<file path="src/rtl/bssl_pkg.sv">
// Package for the bounded sorted score list: sizes, command and status codes,
// and the request, result, command and status structs.
// No dependencies.
package bssl_pkg;

  localparam int DEPTH       = 16;
  localparam int MAX_RESULTS = 16;
  localparam int NRES        = (DEPTH < MAX_RESULTS) ? DEPTH : MAX_RESULTS;
  localparam int IDX_W       = $clog2(DEPTH);
  localparam int CNT_W       = $clog2(DEPTH + 1);
  localparam int RANK_W      = 4;
  localparam int TAG_W       = 64;
  localparam int SCORE_W     = 32;
  localparam int STAMP_W     = 32;

  localparam logic CMD_INSERT = 1'b0;
  localparam logic CMD_READ   = 1'b1;

  localparam logic ST_OK   = 1'b0;
  localparam logic ST_FULL = 1'b1;

  typedef struct packed {
    logic                      cmd;
    logic [TAG_W-1:0]          entry_tag;
    logic signed [SCORE_W-1:0] new_score;
    logic [STAMP_W-1:0]        stamp;
  } in_req_t;

  typedef struct packed {
    logic                      status;
    logic                      valid_res;
    logic [RANK_W-1:0]         rank;
    logic [TAG_W-1:0]          tag_out;
    logic signed [SCORE_W-1:0] score_out;
    logic [STAMP_W-1:0]        stamp_out;
    logic                      last;
  } out_res_t;

  typedef struct packed {
    logic do_insert;
    logic rd_start;
    logic rd_next;
  } dp_cmd_t;

  typedef struct packed {
    logic out_free;
    logic multi;
    logic rd_last;
  } dp_status_t;

endpackage

</file>
<file path="src/rtl/bssl_ctrl.sv">
// Controller for the bounded sorted score list: accepts requests and steps
// the datapath through a read. Depends on bssl_pkg.
module bssl_ctrl (
  input  logic                    clk,
  input  logic                    rst_n,
  input  logic                    in_valid,
  input  logic                    in_cmd,
  output logic                    in_stall,
  input  bssl_pkg::dp_status_t    st,
  output bssl_pkg::dp_cmd_t       cmd
);

  typedef enum logic {IDLE, READ} state_t;

  state_t state_r, state_nxt;
  logic   accept;

  assign accept = (state_r == IDLE) && in_valid && st.out_free;

  always_comb begin
    state_nxt    = state_r;
    cmd          = '0;
    in_stall     = 1'b1;
    unique case (state_r)
      IDLE: begin
        in_stall = !st.out_free;
        if (accept) begin
          if (in_cmd == bssl_pkg::CMD_READ) begin
            cmd.rd_start = 1'b1;
            if (st.multi) state_nxt = READ;
          end else begin
            cmd.do_insert = 1'b1;
          end
        end
      end
      READ: begin
        if (st.out_free) begin
          cmd.rd_next = 1'b1;
          if (st.rd_last) state_nxt = IDLE;
        end
      end
      default: state_nxt = IDLE;
    endcase
  end

  always_ff @(posedge clk) begin
    if (!rst_n) begin
      state_r <= IDLE;
    end else begin
      state_r <= state_nxt;
    end
  end

endmodule

</file>
<file path="src/rtl/bssl_dp.sv">
// Datapath for the bounded sorted score list: compare-and-shift slot chain,
// fill count, read index and result register. Depends on bssl_pkg.
module bssl_dp (
  input  logic                    clk,
  input  logic                    rst_n,
  input  bssl_pkg::in_req_t       req,
  input  bssl_pkg::dp_cmd_t       cmd,
  output bssl_pkg::dp_status_t    st,
  output logic                    out_valid,
  input  logic                    out_stall,
  output bssl_pkg::out_res_t      out_res
);

  localparam int D = bssl_pkg::DEPTH;
  localparam int IW = bssl_pkg::IDX_W;
  localparam int CW = bssl_pkg::CNT_W;

  logic [bssl_pkg::TAG_W-1:0]          tags_r   [D];
  logic signed [bssl_pkg::SCORE_W-1:0] scores_r [D];
  logic [bssl_pkg::STAMP_W-1:0]        stamps_r [D];

  logic [CW-1:0]      fill_r, fill_nxt;
  logic [IW-1:0]      rd_idx_r, rd_idx_nxt;
  logic               out_valid_r, out_valid_nxt;
  bssl_pkg::out_res_t out_r, out_nxt;

  logic [D-1:0]  gt, gt_prev, hit;
  logic [IW-1:0] pos, rd_sel;
  logic          full;
  logic [CW-1:0] n_res;
  logic          load;

  assign full  = (fill_r == CW'(D));
  assign n_res = (fill_r > CW'(bssl_pkg::NRES)) ? CW'(bssl_pkg::NRES) : fill_r;

  always_comb begin
    pos = '0;
    for (int i = 0; i < D; i++) begin
      gt[i] = (CW'(i) < fill_r) && (scores_r[i] > req.new_score);
    end
    gt_prev = {gt[D-2:0], 1'b1};
    for (int i = 0; i < D; i++) begin
      hit[i] = !gt[i] && gt_prev[i];
      if (hit[i]) pos = pos | IW'(i);
    end
  end

  assign rd_sel = cmd.rd_start ? '0 : rd_idx_r;

  assign st.out_free = !out_valid_r || !out_stall;
  assign st.multi    = (n_res > CW'(1));
  assign st.rd_last  = ((CW'(rd_idx_r) + CW'(1)) == n_res);

  assign load = cmd.do_insert || cmd.rd_start || cmd.rd_next;

  always_comb begin
    out_nxt       = out_r;
    fill_nxt      = fill_r;
    rd_idx_nxt    = rd_idx_r;
    out_valid_nxt = out_valid_r && out_stall;
    if (load) out_valid_nxt = 1'b1;
    if (cmd.do_insert) begin
      out_nxt = '0;
      out_nxt.last = 1'b1;
      if (full) begin
        out_nxt.status = bssl_pkg::ST_FULL;
      end else begin
        out_nxt.status    = bssl_pkg::ST_OK;
        out_nxt.valid_res = 1'b1;
        out_nxt.rank      = bssl_pkg::RANK_W'(pos);
        out_nxt.tag_out   = req.entry_tag;
        out_nxt.score_out = req.new_score;
        out_nxt.stamp_out = req.stamp;
        fill_nxt          = fill_r + CW'(1);
      end
    end else if (cmd.rd_start || cmd.rd_next) begin
      out_nxt.status    = bssl_pkg::ST_OK;
      out_nxt.valid_res = (fill_r != '0);
      out_nxt.rank      = bssl_pkg::RANK_W'(rd_sel);
      out_nxt.tag_out   = tags_r[rd_sel];
      out_nxt.score_out = scores_r[rd_sel];
      out_nxt.stamp_out = stamps_r[rd_sel];
      if (cmd.rd_start) begin
        out_nxt.last = !st.multi;
        rd_idx_nxt   = IW'(1);
      end else begin
        out_nxt.last = st.rd_last;
        rd_idx_nxt   = rd_idx_r + IW'(1);
      end
      if (fill_r == '0) begin
        out_nxt.tag_out   = '0;
        out_nxt.score_out = '0;
        out_nxt.stamp_out = '0;
      end
    end
  end

  always_ff @(posedge clk) begin
    if (cmd.do_insert && !full) begin
      for (int i = 0; i < D; i++) begin
        if (hit[i]) begin
          tags_r[i]   <= req.entry_tag;
          scores_r[i] <= req.new_score;
          stamps_r[i] <= req.stamp;
        end
      end
      for (int i = 1; i < D; i++) begin
        if (!gt[i] && !hit[i]) begin
          tags_r[i]   <= tags_r[i-1];
          scores_r[i] <= scores_r[i-1];
          stamps_r[i] <= stamps_r[i-1];
        end
      end
    end
  end

  always_ff @(posedge clk) begin
    out_r    <= out_nxt;
    rd_idx_r <= rd_idx_nxt;
    if (!rst_n) begin
      fill_r      <= '0;
      out_valid_r <= 1'b0;
    end else begin
      fill_r      <= fill_nxt;
      out_valid_r <= out_valid_nxt;
    end
  end

  assign out_valid = out_valid_r;
  assign out_res   = out_r;

endmodule

</file>
<file path="src/rtl/bounded_sorted_score_list.sv">
// Bounded sorted score list, top level: controller plus datapath.
// Depends on bssl_pkg, bssl_ctrl and bssl_dp.
//
// Requests enter on in_valid/in_stall with in_req; results leave on
// out_valid/out_stall with out_res. A request is taken on a clock edge with
// valid high and stall low.
// On an insert the slot chain compares all stored scores with the new one and
// shifts the entries scoring no higher down a place at once; its single
// result shows in the output register on the next cycle.
// A read emits min(entries, 16) results, one per cycle while the receiver does
// not stall, from the output register; the fill count sets that figure. An empty
// board gives one invalid result. No request is taken while a read drains.
// When the receiver stalls, the output register holds its result and no
// further request is taken until it frees.
// Reset (rst_n low, synchronous) empties the board and drops any pending
// result; slot contents are not cleared.
module bounded_sorted_score_list (
  input  logic                  clk,
  input  logic                  rst_n,
  input  logic                  in_valid,
  output logic                  in_stall,
  input  bssl_pkg::in_req_t     in_req,
  output logic                  out_valid,
  input  logic                  out_stall,
  output bssl_pkg::out_res_t    out_res
);

  bssl_pkg::dp_cmd_t    cmd;
  bssl_pkg::dp_status_t st;

  bssl_ctrl u_ctrl (
    .clk      (clk),
    .rst_n    (rst_n),
    .in_valid (in_valid),
    .in_cmd   (in_req.cmd),
    .in_stall (in_stall),
    .st       (st),
    .cmd      (cmd)
  );

  bssl_dp u_dp (
    .clk       (clk),
    .rst_n     (rst_n),
    .req       (in_req),
    .cmd       (cmd),
    .st        (st),
    .out_valid (out_valid),
    .out_stall (out_stall),
    .out_res   (out_res)
  );

`ifndef SYNTH
  a_one_cmd: assert property (@(posedge clk) disable iff (!rst_n)
    $onehot0({cmd.do_insert, cmd.rd_start, cmd.rd_next}))
    else $error("more than one datapath command at once");

  a_next_free: assert property (@(posedge clk) disable iff (!rst_n)
    cmd.rd_next |-> st.out_free)
    else $error("read step while output register blocked");

  a_accept_result: assert property (@(posedge clk) disable iff (!rst_n)
    (in_valid && !in_stall) |=> out_valid)
    else $error("accepted request produced no result");

  a_no_req_reading: assert property (@(posedge clk) disable iff (!rst_n)
    (cmd.rd_start && st.multi) |=> in_stall)
    else $error("request accepted while a read drains");
`endif

endmodule

</file>
<file path="config.mk">
export PLATFORM = sky130hd
export DESIGN_NAME = bounded_sorted_score_list
export DESIGN_NICKNAME = d
export VERILOG_FILES = /design/src/rtl/bssl_pkg.sv /design/src/rtl/bssl_ctrl.sv /design/src/rtl/bssl_dp.sv /design/src/rtl/bounded_sorted_score_list.sv
export SDC_FILE = /design/constraint.sdc
export NUM_CORES = 2
export LEC_CHECK = 0
export BUFFER_PORTS_ARGS = -buffer_cell sky130_fd_sc_hd__buf_4
export CAP_MARGIN = 20
export CORE_ASPECT_RATIO = 1.2
export CORE_MARGIN = 1
export CORE_UTILIZATION = 35
export DETAILED_ROUTE_END_ITERATION = 12
export HOLD_SLACK_MARGIN = 0.15
export PLACE_DENSITY = 0.46
export SYNTH_ARGS = -nofsm -noshare
export SYNTH_HDL_FRONTEND = slang
export SYNTH_HIERARCHICAL = 1
export SYNTH_SLANG_ARGS = --single-unit
</file>
<file path="constraint.sdc">
create_clock -name clk -period 24.2 [get_ports clk]
set_clock_uncertainty 0.2 [all_clocks]
set_input_delay 1.21 -clock clk [delete_from_list [all_inputs] [get_ports clk]]
set_output_delay 1.21 -clock clk [all_outputs]
set_load 0.01 [all_outputs]
</file>
== After elaboration in Yosys (flattened, before gate mapping) ==
Memories as Yosys holds them, arrays and structs flattened.
Index checks and enable logic that the tools add are counted.

* $add $sub $neg: 3
* Bitwise gates (word level): 48
* $lt $le $gt $ge: 34
* Reduce and logical (&&, ||, !) cells: 94
* Mux-type cells: 175
* Equal/unequal tests: 2

{| class="wikitable"
|+ Operator list
! cell !! number
|-
| $mux W32 || 30
|-
| $mux W64 || 15
|-
| $gt A32 B32 Y1 || 16
|-
| $mux W135 || 2
|-
| $mux W133 || 1
|-
| $mux W128 || 1
|-
| $mux W1 || 107
|-
| $logic_and A1 B1 Y1 || 50
|-
| $or A1 B1 Y1 || 45
|-
| $lt A4 B5 Y1 const A || 8
|-
| $mux W4 || 9
|-
| $logic_not A1 Y1 || 35
|-
| $lt A3 B5 Y1 const A || 4
|-
| $mux W3 || 4
|-
| $lt A1 B5 Y1 const A || 2
|-
| $lt A2 B5 Y1 const A || 2
|-
| $mux W2 || 4
|-
| $add A4 B1 Y5 const B || 1
|-
| $add A5 B1 Y5 const B || 1
|-
| $eq A5 B5 Y1 || 1
|-
| $eq A5 B5 Y1 const B || 1
|-
| $gt A5 B1 Y1 const B || 1
|-
| $gt A5 B5 Y1 const B || 1
|-
| $logic_not A5 Y1 || 1
|-
| 8 further kinds || 14
|}

* Bits in writable memories: 2,048
* Register bits after elaboration: 146
* Input bits: 133
* Output and inout bits: 137
* Memories kept: 3
* Word-level logic and storage cells: 370

{| class="wikitable"
|+ Memories
! memory !! words !! bits a word !! read ports !! clocked after memory_dff !! wr ports !! line !! source
|-
| u_dp.tags_r || 16 || 64 || 16 || 0 || 16 || bssl_dp.sv:18 || <nowiki>logic [bssl_pkg::TAG_W-1:0] tags_r [D];</nowiki>
|-
| u_dp.scores_r || 16 || 32 || 17 || 0 || 16 || bssl_dp.sv:19 || <nowiki>logic signed [bssl_pkg::SCORE_W-1:0] scores_r [D];</nowiki>
|-
| u_dp.stamps_r || 16 || 32 || 16 || 0 || 16 || bssl_dp.sv:20 || <nowiki>logic [bssl_pkg::STAMP_W-1:0] stamps_r [D];</nowiki>
|}

== Logic depth before layout (Yosys ltp) ==
An unclocked memory read counts as a cell.

* Word-level depth: 22
* Depth in mapped cells: 14
* Depth with buffers taken out: 11

== Hierarchy ==
Netlist, hierarchy kept.

{| class="wikitable"
|+ Modules (own cells, without submodules)
! module !! seq. area each (sq um) !! times used !! cells an instance !! area an instance (sq um)
|-
| bssl_dp || 65,783.1 || 1 || 7,340 || 117,665.4
|-
| bssl_ctrl || 20.0 || 1 || 8 || 73.8
|}

== Worst setup path before layout ==
OpenSTA, ideal clock, no wires.

* Path type: input-to-reg
* From: in in_req[46] in the netlist's numbering
* To: mem u_dp/scores_r[0][0] in the netlist's numbering (enable)
* Required time: 23.342 ns
* Path buffers: 0
* Stages: 9
* Data arrival time: 9.477 ns
* Library setup time: 0.658 ns
* Slack: 13.866 ns
* Cell sequence: inv_1 -> ha_1 -> a21oi_1 -> nand2_1 -> a221o_1 -> a211o_1 -> a2111oi_2 -> xor2_1 -> a21oi_1

{| class="wikitable"
|+ RTL lines
! what !! line !! source
|-
| start, declared || bounded_sorted_score_list.sv:22 || <nowiki>input bssl_pkg::in_req_t in_req,</nowiki>
|-
| end, declared || bssl_dp.sv:19 ||
|}

==> impl_metrics.env <==
export IMPL_leakage_nw=44.8
export IMPL_cts_setup_buffers=0
export IMPL_top_layer_used="met5"
export IMPL_wl_per_cell_um=36.1
export IMPL_setup_viol=0
export IMPL_crit_top_cell="buf_4"
export IMPL_crit_path_cell_trace="buf_4 -> inv_1 -> buf_4 -> ha_1 -> nand4_1 -> nor4_1 -> a21boi_0 -> o41ai_1 -> o311ai_0 -> mux2i_1 -> nor2b_4 -> buf_4 -> buf_4 -> buf_4 -> mux2_2"
export IMPL_crit_path_top_delay_cell="nor4_1"
export IMPL_fin_crit_sh=0.317
export IMPL_power_density_nw_per_um2=72.8
export IMPL_ys_ff_latch=2194
export IMPL_fp_dieW_um=531
export IMPL_vias=73486
export IMPL_clkTransAtPathRegs_ps=60
export IMPL_grt_pass1_wl_um=610000
export IMPL_die_h_um=637
export IMPL_critical_path_class="input port to register"
export IMPL_tns_ps=0
export IMPL_rsz0062_at_grt="no"
export IMPL_synth_commonest_cells="edfxtp_1 (2186), mux2_2 (1513), mux4_2 (564), ha_1 (515), nand2_1 (379)"
export IMPL_insertion_delay_ps=950
export IMPL_start_util=0.353
export IMPL_max_cap_violations=0
export IMPL_synth_top_area_share=0.558
export IMPL_cts_sinks=2194
export IMPL_yosysTopAreaCell="edfxtp_1"
export IMPL_hp_class="register to register"
export IMPL_place_congestion=0.907
export IMPL_postSynthCellCount=7348
export IMPL_fp_row_count=232
export IMPL_placed_cells=11699
export IMPL_crit_path_max_fanout=54
export IMPL_htree_levels=4
export IMPL_antenna_found_initial=44
export IMPL_overflow=0
export IMPL_post_route_min_period_ps=7670
export IMPL_met1_length_um=189000
export IMPL_synth_cell_types=78
export IMPL_max_slew_margin=0.167
export IMPL_drt_pass1_iterations=5
export IMPL_drt_iter0_markers=7257
export IMPL_dieArea_um2=339000
export IMPL_ant_nets=0
export IMPL_core_um2=334000
export IMPL_cts_buffer_depth=4
export IMPL_syn_nets=7996
export IMPL_cts_root_buf="clkbuf_16"
export IMPL_yosys_warnings=6
export IMPL_syn_area_um2=118000
export IMPL_hpwl_um=255000
export IMPL_routed_wl_um=439000
export IMPL_via_per_inst=6.04
export IMPL_maxSlewViolCount=0
export IMPL_seq_area_frac_synth=0.559
export IMPL_grt_pass1_vias=74914
export IMPL_nFillCells=30726
export IMPL_ctsResizeCount=0
export IMPL_status="completed"
export IMPL_tightest_slew_ps=1240
export IMPL_detailroute_wirelength_met2_um=210000
export IMPL_grt_start_max_net_pins=104
export IMPL_async_flop_share=0
export IMPL_cts_buffers=248
export IMPL_max_vdd_ir_drop_v=0.0000596
export IMPL_avgSynthCellArea_um2=16.0
export IMPL_drive_gt1_frac=0.392
export IMPL_ctsHoldBuffers=0
export IMPL_crit_required_ps=24650
export IMPL_drc_errors=0
export IMPL_portBuffers=269
export IMPL_cp_start_kind="input port"
export IMPL_final_hold_violation_count=0
export IMPL_yosysMostFrequentCell="edfxtp_1"
export IMPL_synth_edff_count=2186
export IMPL_ys_top_cells_by_area="edfxtp_1 (56%), mux2_2 (14%), mux4_2 (11%)"
export IMPL_fin_nets=8151
export IMPL_wl_met3_um=24900
export IMPL_cts_tree="built"
export IMPL_crit_path_max_incr_delay_ps=1020
export IMPL_synthFlopType="edfxtp_1"
export IMPL_end_kind="register"
export IMPL_max_freq_mhz=130
export IMPL_critical_path_top_delay_family="buffers and inverters"
export IMPL_stdcell_count=12163
export IMPL_io_pins=270
export IMPL_arrival_ps=8110
export IMPL_crit_buf_inv=6
export IMPL_track_usage=0.253
export IMPL_area_growth_pct=12.6
-- per-layer routing --
metal	up-vias	global-route usage
li1	30365	-
met1	39815	0.345
met2	2649	0.417
met3	635	0.0335
met4	22	0.0812
met5	-	0
-- per-stage QoR --
step,hold slack [ps],worst slack (ps),power [mW],cell area [um^2],utilization
floorplan,289,13870,5.35,118000,-
global placement,314,15770,5.86,124000,0.373
detailed placement,336,15640,5.88,125000,0.373
CTS,263,16630,9.77,133000,0.397
global route,316,16470,9.97,133000,0.397
finish,331,16530,9.66,133000,0.397
-- path summary, 6_finish.rpt --
| kind | startpoint | endpoint | slack [ps] | depth (start not counted) |
|---|---|---|---|---|
| setup / recovery | in_req[45] | u_dp/tags_r[2][38] | 16530 | 15 |
| hold / removal | u_dp/tags_r[5][2] | u_dp/tags_r[6][2] | 330 | 1 |
| setup reg to reg | u_dp/fill_r[4] | u_dp/tags_r[15][37] | 16950 | 10 |
| hold reg to reg | u_dp/tags_r[5][2] | u_dp/tags_r[6][2] | 330 | 1 |
-- flip-flops by register name, summed over array words and instances, names as in the netlist --
register        cells
u_dp/stamps_r     512
u_dp/out_res      135
u_dp/scores_r     512
u_dp/fill_r         5
u_ctrl/state_r      1
u_dp/tags_r      1024
u_dp/rd_idx_r       4
u_dp/out_valid      1
-- final cells by class --
cell class                      instances  area (um^2)  area share
Timing Repair Buffer                  450         3680      0.0278
Sequential cell                      2194        65800       0.496
Multi-Input combinational cell       4537        49200       0.371
Antenna cell                            9         22.5    0.000170
Tap cell                             4446         5560      0.0420
Clock inverter                        151         1450      0.0109
Clock buffer                          304         6550      0.0494
Inverter                               72          293     0.00221
-- placed cells by master (no fill, tap or decap), types with 27 or more instances in the layout --
master	count
edfxtp_1	2186
mux2_2	1513
mux4_2	564
ha_1	515
buf_4	425
nand2_1	375
o21ai_0	307
clkbuf_16	252
a21oi_1	201
a221oi_1	141
nand4_1	114
mux2_4	100
mux2_1	94
a22o_1	89
nor2_1	70
inv_1	69
clkinv_1	64
nand3_1	56
clkbuf_1	47
a21o_1	43
clkinv_2	36
nor2b_1	29
bufinv_16	27
-- report_power, final --
part | leakage [nW] | switching, mW | internal, mW | total (mW)
clock | 3.87 | 1.66 | 2.20 | 3.86
combinational | 20.3 | 0.741 | 0.499 | 1.24
sequential | 20.6 | 0.119 | 4.44 | 4.56
-- logic make-up after synthesis --
kind of cell / after synthesis / share of synthesized area
buf+inv: 617 / 0.0256
fa+ha+maj: 515 / 0.0547
simple gates: 786 / 0.0320
mux: 2281 / 0.275
compound gates: 947 / 0.0531
flops: 2194 / 0.559
xor+xnor: 8 / 0.000595
No activity file was read; power rests on OpenSTA's default activity.
